## config.mk

```make
export PLATFORM = sky130hd
export DESIGN_NAME = bsetc_ctrl
export DESIGN_NICKNAME = d
export VERILOG_FILES = /design/src/rtl/core/bsetc_pkg.sv /design/src/rtl/core/bsetc_ctrl.sv
export SDC_FILE = /design/constraint.sdc
export NUM_CORES = 1
export LEC_CHECK = 0
export BUFFER_PORTS_ARGS = -buffer_cell sky130_fd_sc_hd__buf_4
export CAP_MARGIN = 20
export CORE_AREA = 2 2 39 41
export DETAILED_ROUTE_END_ITERATION = 7
export DIE_AREA = 0 0 41 43
export PLACE_DENSITY = 0.6
export SLEW_MARGIN = 20
export SYNTH_ARGS = -nofsm -noshare
export SYNTH_HDL_FRONTEND = slang
export SYNTH_SLANG_ARGS = --single-unit
```

## constraint.sdc

```tcl
create_clock -name clk -period 1.3 [get_ports clk]
set_input_delay 0.13 -clock clk [delete_from_list [all_inputs] [get_ports clk]]
set_output_delay 0.13 -clock clk [all_outputs]
set_load 0.02 [all_outputs]
```

## src/rtl/core/bsetc_pkg.sv

```systemverilog
// ----------------------------------------------------------------------------
// bsetc_pkg
// Shared types and constants for the box set exact tiling check.
// ----------------------------------------------------------------------------
package bsetc_pkg;

  // Port-level field widths (fixed by the word format)
  localparam int NUM_FIELD_DIMS = 4;
  localparam int OFFSET_IN_W    = 12;
  localparam int EXTENT_IN_W    = 13;
  localparam int CFG_W          = 3;

  // Volumes saturate at 2^VOL_W - 1
  localparam int              VOL_W   = 56;
  localparam int              HALF_W  = VOL_W / 2;
  localparam logic [VOL_W-1:0] VOL_CAP = '1;

  localparam logic [CFG_W-1:0] DIMS_RESET = 3'd2;

  typedef enum logic [3:0] {
    ST_IDLE,
    ST_VOL_LO,
    ST_VOL_HI,
    ST_SUM,
    ST_SCAN,
    ST_DRAIN,
    ST_STORE,
    ST_BV_LO,
    ST_BV_HI,
    ST_DONE
  } ctrl_state_t;

  // controller -> datapath
  typedef struct packed {
    logic load;      // capture input word, update bounds
    logic mul_init;  // product = 1, dimension = 0
    logic mul_lo;    // low half partial product
    logic mul_hi;    // high half partial product, combine, saturate
    logic mul_span;  // multiply by bounding span instead of box extent
    logic add_vol;   // add box volume into running sum
    logic scan_rd;   // read next stored box
    logic store;     // write box into store or flag overflow
    logic finish;    // load result, clear set state
  } dp_cmd_t;

  // datapath -> controller
  typedef struct packed {
    logic dim_last;
    logic empty;
    logic cnt_zero;
    logic scan_last;
    logic last_box;
    logic out_free;
  } dp_stat_t;

endpackage

```

## src/rtl/core/bsetc_ctrl.sv

```systemverilog
// ----------------------------------------------------------------------------
// bsetc_ctrl
// Sequencer: volume product, sum, overlap scan, store, bounding volume, result.
// ----------------------------------------------------------------------------
module bsetc_ctrl (
  input  logic                clk,
  input  logic                rst_n,
  input  logic                in_valid,
  output logic                in_ready,
  input  bsetc_pkg::dp_stat_t stat,
  output bsetc_pkg::dp_cmd_t  cmd
);
  import bsetc_pkg::*;

  ctrl_state_t state_r, state_nxt;

  always_ff @(posedge clk) begin
    if (!rst_n) begin
      state_r <= ST_IDLE;
    end else begin
      state_r <= state_nxt;
    end
  end

  always_comb begin
    state_nxt = state_r;
    cmd       = '0;
    in_ready  = 1'b0;
    unique case (state_r)
      ST_IDLE: begin
        in_ready = 1'b1;
        if (in_valid) begin
          cmd.load     = 1'b1;
          cmd.mul_init = 1'b1;
          state_nxt    = ST_VOL_LO;
        end
      end
      ST_VOL_LO: begin
        cmd.mul_lo = 1'b1;
        state_nxt  = ST_VOL_HI;
      end
      ST_VOL_HI: begin
        cmd.mul_hi = 1'b1;
        state_nxt  = stat.dim_last ? ST_SUM : ST_VOL_LO;
      end
      ST_SUM: begin
        cmd.add_vol = 1'b1;
        state_nxt   = (stat.empty || stat.cnt_zero) ? ST_STORE : ST_SCAN;
      end
      ST_SCAN: begin
        cmd.scan_rd = 1'b1;
        if (stat.scan_last) begin
          state_nxt = ST_DRAIN;
        end
      end
      ST_DRAIN: begin
        // last read word is compared on this cycle
        state_nxt = ST_STORE;
      end
      ST_STORE: begin
        cmd.store = 1'b1;
        if (stat.last_box) begin
          cmd.mul_init = 1'b1;
          state_nxt    = ST_BV_LO;
        end else begin
          state_nxt = ST_IDLE;
        end
      end
      ST_BV_LO: begin
        cmd.mul_lo   = 1'b1;
        cmd.mul_span = 1'b1;
        state_nxt    = ST_BV_HI;
      end
      ST_BV_HI: begin
        cmd.mul_hi   = 1'b1;
        cmd.mul_span = 1'b1;
        state_nxt    = stat.dim_last ? ST_DONE : ST_BV_LO;
      end
      ST_DONE: begin
        if (stat.out_free) begin
          cmd.finish = 1'b1;
          state_nxt  = ST_IDLE;
        end
      end
      default: begin
        state_nxt = ST_IDLE;
      end
    endcase
  end

endmodule

```

==> impl_metrics.json, run 1 <==
{
  "status": "finished with violations",
  "violations": "negative setup slack",
  "via_count": 532,
  "syn_area_sq_um": 392,
  "arrival_ns": 1.32,
  "setup_violations": 9,
  "timing.slew.headroom_pct": 79.4,
  "hpwl_microns": 899,
  "final_util_pct": 61.8,
  "cts_inserted_buffers": 3,
  "syn-num-nets": 58,
  "fin_area_sq_um": 855,
  "ys_seq_elements": 4,
  "rsz0062_at_grt": "yes",
  "synthCells": 49,
  "avgSynthCellArea_sq_um": 7.99,
  "startpoint_type": "flip-flop",
  "largest_register": "state_r",
  "grtUsageTotal_pct": 18.3,
  "p_per_area_mw_per_mm2": 762,
  "start_util_pct": 28.3,
  "reg_top3": "state_r x4",
  "antenna_cells": 0,
  "r2r_cells": 6,
  "drt-initial-drc-count": 11,
  "hold_depth": 2,
  "clock.fmax_mhz": 688,
  "hold_viol": 0,
  "drive_gt1_share_pct": 75.9,
  "cts_hold_buffers": 0,
  "grt_max_degree": 9,
  "clock-sinks": 4,
  "die_w_microns": 41,
  "fill_cells": 118,
  "nets": 98,
  "totalWireLength_mm": 1.42,
  "ys_seq_area_share_pct": 20.4,
  "cp_max_fo": 3,
  "yosysUniqueCellTypes": 29,
  "clkLatencyLatePin_ns": 0.24,
  "syn2layout_area_growth_pct": 118,
  "slew_viol_final": 0,
  "cts_tree": "built",
  "largest_reg_flops": 4,
  "drt-wirelength-per-cell_microns": 13.8,
  "portBuffers": 18,
  "yosysWarnings": 0,
  "dpl_worst_slack_ns": 0.0199,
  "r2r_setup_slack_ns": -0.01,
  "ant_nets": 0,
  "reg2reg_from": "state_r[0]$_SDFFE_PN0P_",
  "grt_pass1_wl_mm": 2.24,
  "core_sq_mm": 0.00138,
  "hold_path.class": "primary input to flip-flop",
  "cts_max_level": 1,
  "min_to": "state_r[2]$_SDFFE_PN0P_",
  "die_area_sq_mm": 0.00176,
  "r2r_end": "state_r[2]$_SDFFE_PN0P_",
  "hp-start": "rst_n",
  "synth-edff-count": 0,
  "die_y_microns": 43,
  "via_per_inst": 5.17,
  "io_pins": 19,
  "grt_pass1_vias": 541,
  "antenna_found_initial": 0,
  "drtPass1Iterations": 3,
  "finalClockSkew_ns": 0.00915,
  "grt.overflow.total": 0,
  "row_count": 14,
  "gp_congestion": 0.855,
  "whs_ns": 0.126,
  "power.total_mw": 0.651,
  "maxCapViolCount": 0,
  "root_buffer": "clkbuf_4",
  "setup_ws_ns": -0.153,
  "drcViolationCount": 0,
  "required_ns": 1.17,
  "p_leak_nw": 0.383,
  "path_clk_slew_ns": 0.04,
  "endpoint_kind": "output pin",
  "place_area_sq_um": 622,
  "synthFlopType": "dfxtp_1",
  "vdd.ir_drop.worst_mv": 0.539,
  "clk_path_buf_depth": 2,
  "tightest_slew_ns": 0.306,
  "worstSetupPathType": "flip-flop to output pin",
  "async_reset_ff_share_pct": 0,
  "period_share_pct": 112,
  "fin_crit_ns": 1.45
}
-- layout make-up --
cell class / instances / area, sq um / share of cell area (%)
Tap cell: 16 / 20.0 / 2.34
Sequential cell: 4 / 90.1 / 10.5
Clock buffer: 3 / 22.5 / 2.64
Timing Repair Buffer: 39 / 334 / 39.1
Multi-Input combinational cell: 41 / 388 / 45.4
-- metal layers --
metal	part of all wire, %	track usage [%]
met1	36	21.2
met5	0	0
met2	57	29.4
met4	1.1	4.00
met3	5.4	8.38
-- kinds of logic after synthesis --
logic type             count (synthesis)  share of synthesized area (%)
AND/OR/NAND/NOR                       25                           39.0
AO/OA/AOI/OAI                         12                           22.4
buffers and inverters                  4                           8.31
multiplexers                           2                           5.43
XOR/XNOR                               2                           4.47
flip-flops                             4                           20.4
-- worst max path at each step --
stage / start / endpoint / slack [ns] / cells past startpoint
floorplan: state_r[1]$_SDFFE_PN0P_ / cmd[7] / -0.12 / 4
global placement: state_r[2]$_SDFFE_PN0P_ / cmd[4] / 0.006 / 4
detailed placement: state_r[2]$_SDFFE_PN0P_ / cmd[4] / 0.02 / 4
CTS: state_r[0]$_SDFFE_PN0P_ / cmd[7] / -0.13 / 5
global route: state_r[0]$_SDFFE_PN0P_ / cmd[7] / -0.23 / 5
finish: state_r[0]$_SDFFE_PN0P_ / cmd[7] / -0.15 / 5
-- critical path: stages (launching register included) --
cell     delay [ns]
dfxtp_2        0.32
or2_4          0.26
nor3_4         0.13
and2_4         0.17
a21o_1         0.10
buf_6          0.11
-- stage by stage --
stage                     std cells  TNS, ns
after global placement           91        0
after global routing            103    -1.26
after floorplan                  49   -0.121
final                           103   -0.550
after CTS                        99   -0.478
after detailed placement         91        0
-- cells in the mapped netlist (2+ instances only) --
library cell | instances | area (sq um)
nor3b_1 | 2 | 15.0
nand2_1 | 2 | 7.51
buf_6 | 2 | 22.5
nor2b_1 | 5 | 31.3
dfxtp_1 | 4 | 80.1
o21ai_0 | 3 | 15.0
nor4_1 | 2 | 12.5
nor2_1 | 3 | 11.3
buf_2 | 2 | 10.0
nor3_1 | 4 | 20.0
o21a_1 | 2 | 15.0
-- timing repair --
item / CTS / global route
setup buffers: 6 / 5
endpoints found under the setup margin: 10 / 14
gates resized for setup: 21 / 15
pin swaps: 8 / 7
-- layout by cell type (no fill, tap or decap), types with 2 or more instances in the layout --
| master | n |
|---|---|
| dfxtp_2 | 2 |
| o21a_1 | 2 |
| dfxtp_4 | 2 |
| nor4_1 | 2 |
| clkbuf_4 | 3 |
| nand2b_4 | 2 |
| o21ai_0 | 2 |
| nor3_2 | 3 |
| buf_4 | 28 |
| nor2b_1 | 5 |
| buf_6 | 11 |
| or2_4 | 2 |
-- power breakdown --
part,total [mW],internal [mW],switching [mW],leakage (nW)
Combinational,0.352,0.197,0.156,0.335
Sequential,0.142,0.131,0.0115,0.0350
Clock,0.157,0.103,0.0534,0.0138
Total,0.651,0.431,0.221,0.383
(Power assumes the default switching activity.)
==> run 2: changes to the inputs <==
CAP_MARGIN = 10   (was 20)
clock period = 1.84 ns   (was 1.3 ns; I/O delays follow)
==> impl_metrics.json, run 2 (synthesis gave the netlist of run 1 again) <==
{
  "cts_max_level": 1,
  "reg_top3": "state_r x4",
  "fin_area_sq_um": 547,
  "startpoint_type": "flip-flop",
  "hold_depth": 2,
  "maxCapViolCount": 0,
  "drt-initial-drc-count": 7,
  "core_sq_mm": 0.00138,
  "setup_ws_ns": 0.161,
  "antenna_cells": 0,
  "clock.fmax_mhz": 595,
  "cts_tree": "built",
  "nets": 78,
  "p_per_area_mw_per_mm2": 636,
  "cp_cell_sequence": "nand2b_4 -> nor3b_1 -> a21o_1 -> buf_4",
  "antenna_found_initial": 0,
  "totalWireLength_microns": 898,
  "clkLatencyLatePin_ns": 0.23,
  "drive_gt1_share_pct": 43.3,
  "gp_congestion": 0.742,
  "drt-wirelength-per-cell_microns": 10.8,
  "r2r_cells": 4,
  "postCtsSetupBuffers": 0,
  "required_ns": 1.66,
  "tightest_slew_ns": 0.432,
  "cts_hold_buffers": 0,
  "grt_pass1_vias": 362,
  "row_count": 14,
  "final-instance-count-excl-fill": 83,
  "grt_max_degree": 14,
  "whs_ns": 0.186,
  "die_y_microns": 43,
  "hold_viol": 0,
  "clkPwrFrac_pct": 30.5,
  "setup_violations": 0,
  "fin_crit_ns": 1.68,
  "via_count": 421,
  "p_seq_share_pct": 32.9,
  "rsz0062_at_grt": "no",
  "pwr-share-comb_pct": 36.5,
  "slowest_stage": "dfxtp_1",
  "cp_max_fo": 11,
  "multi_input_area_sq_um": 279,
  "timing.slew.headroom_pct": 71.2,
  "place_area_sq_um": 522,
  "die_area_sq_mm": 0.00176,
  "placed_cells": 80,
  "vdd.ir_drop.worst_mv": 0.504,
  "start_util_pct": 28.3,
  "p_switching_mw": 0.114,
  "power.total_mw": 0.348,
  "status": "finished, final reports clean",
  "final_util_pct": 39.5,
  "reg2reg_from": "state_r[2]$_SDFFE_PN0P_",
  "clock-sinks": 4,
  "final_common_cell": "buf_4",
  "ant_nets": 0,
  "min_to": "state_r[2]$_SDFFE_PN0P_",
  "grt.overflow.total": 0,
  "hp-start": "rst_n",
  "die_w_microns": 41,
  "hpwl_microns": 694,
  "slew_viol_final": 0,
  "grtUsageTotal_pct": 12.6,
  "cp_slowest_stage_delay_ns": 0.58,
  "dpl_worst_slack_ns": 0.335,
  "period_share_pct": 91.3,
  "grt_pass1_wl_mm": 1.51,
  "clk_path_buf_depth": 2,
  "portBuffers": 18,
  "r2r_setup_slack_ns": 0.55,
  "drtPass1Iterations": 4,
  "p_leak_nw": 0.240,
  "finalClockSkew_ns": 0.00318,
  "fill_cells": 136,
  "io_pins": 19,
  "r2r_end": "state_r[3]$_SDFFE_PN0P_",
  "root_buffer": "clkbuf_4",
  "ctsResizeCount": 0,
  "drcViolationCount": 0,
  "via_per_inst": 5.07,
  "worstSetupPathType": "flip-flop to output pin",
  "largest_register": "state_r",
  "switching_share_pct": 32.7,
  "final_cell_mix": "buf_4 (19), nor2b_1 (5), nor3_1 (4)",
  "path_clk_slew_ns": 0.04,
  "finalSetupTns_ns": 0,
  "cts_inserted_buffers": 3,
  "arrival_ns": 1.50,
  "endpoint_kind": "output pin",
  "largest_reg_flops": 4,
  "hold_path.class": "primary input to flip-flop",
  "seq_area_sq_um": 82.6,
  "syn2layout_area_growth_pct": 39.6,
  "p_int_mw": 0.234
}
[run 2: changes by cell type in the layout (fill, tap and decap cells not counted), sizes merged]
| cell | previous run | this run |
|---|---|---|
| buf | 39 | 19 |
[run 2: power groups by stage]
stage	Combinational [mW]	Sequential, mW	Clock (mW)
finish	0.127	0.114	0.106
CTS	0.128	0.113	0.110
detailed placement	0.128	0.114	0
global route	0.140	0.117	0.124
global placement	0.129	0.115	0
floorplan	0.0980	0.0986	0
[run 2: cell type report]
type                       count  share of cell area [%]
clock buffer                   3                    4.12
multi-input combinational     41                    51.0
timing repair buffer          19                    26.1
sequential                     4                    15.1
tap                           16                    3.66
[run 2: critical path, delay by kind of cell, from the launching register on]
kind            cells  cell delay [ns]
compound gates      1             0.16
buf+inv             1             0.13
flops               1             0.58
simple gates        2             0.40
[run 2: worst max path at each step]
stage	start	to	slack, ns	cells after the start
finish	state_r[2]$_SDFFE_PN0P_	cmd[7]	0.16	4
global route	state_r[2]$_SDFFE_PN0P_	cmd[7]	0.02	4
CTS	state_r[0]$_SDFFE_PN0P_	cmd[7]	0.08	5
detailed placement	state_r[0]$_SDFFE_PN0P_	cmd[7]	0.33	5
global placement	state_r[1]$_SDFFE_PN0P_	cmd[7]	0.32	5
floorplan	state_r[3]$_SDFFE_PN0P_	cmd[7]	0.16	4
[run 2: metal layers]
layer | vias up | track usage [%] | wire length [microns]
met5 | - | 0 | 0
met4 | 0 | 4.00 | 0
met3 | 0 | 6.28 | 98
met2 | 24 | 17.5 | 416
met1 | 185 | 16.4 | 383
li1 | 212 | - | -
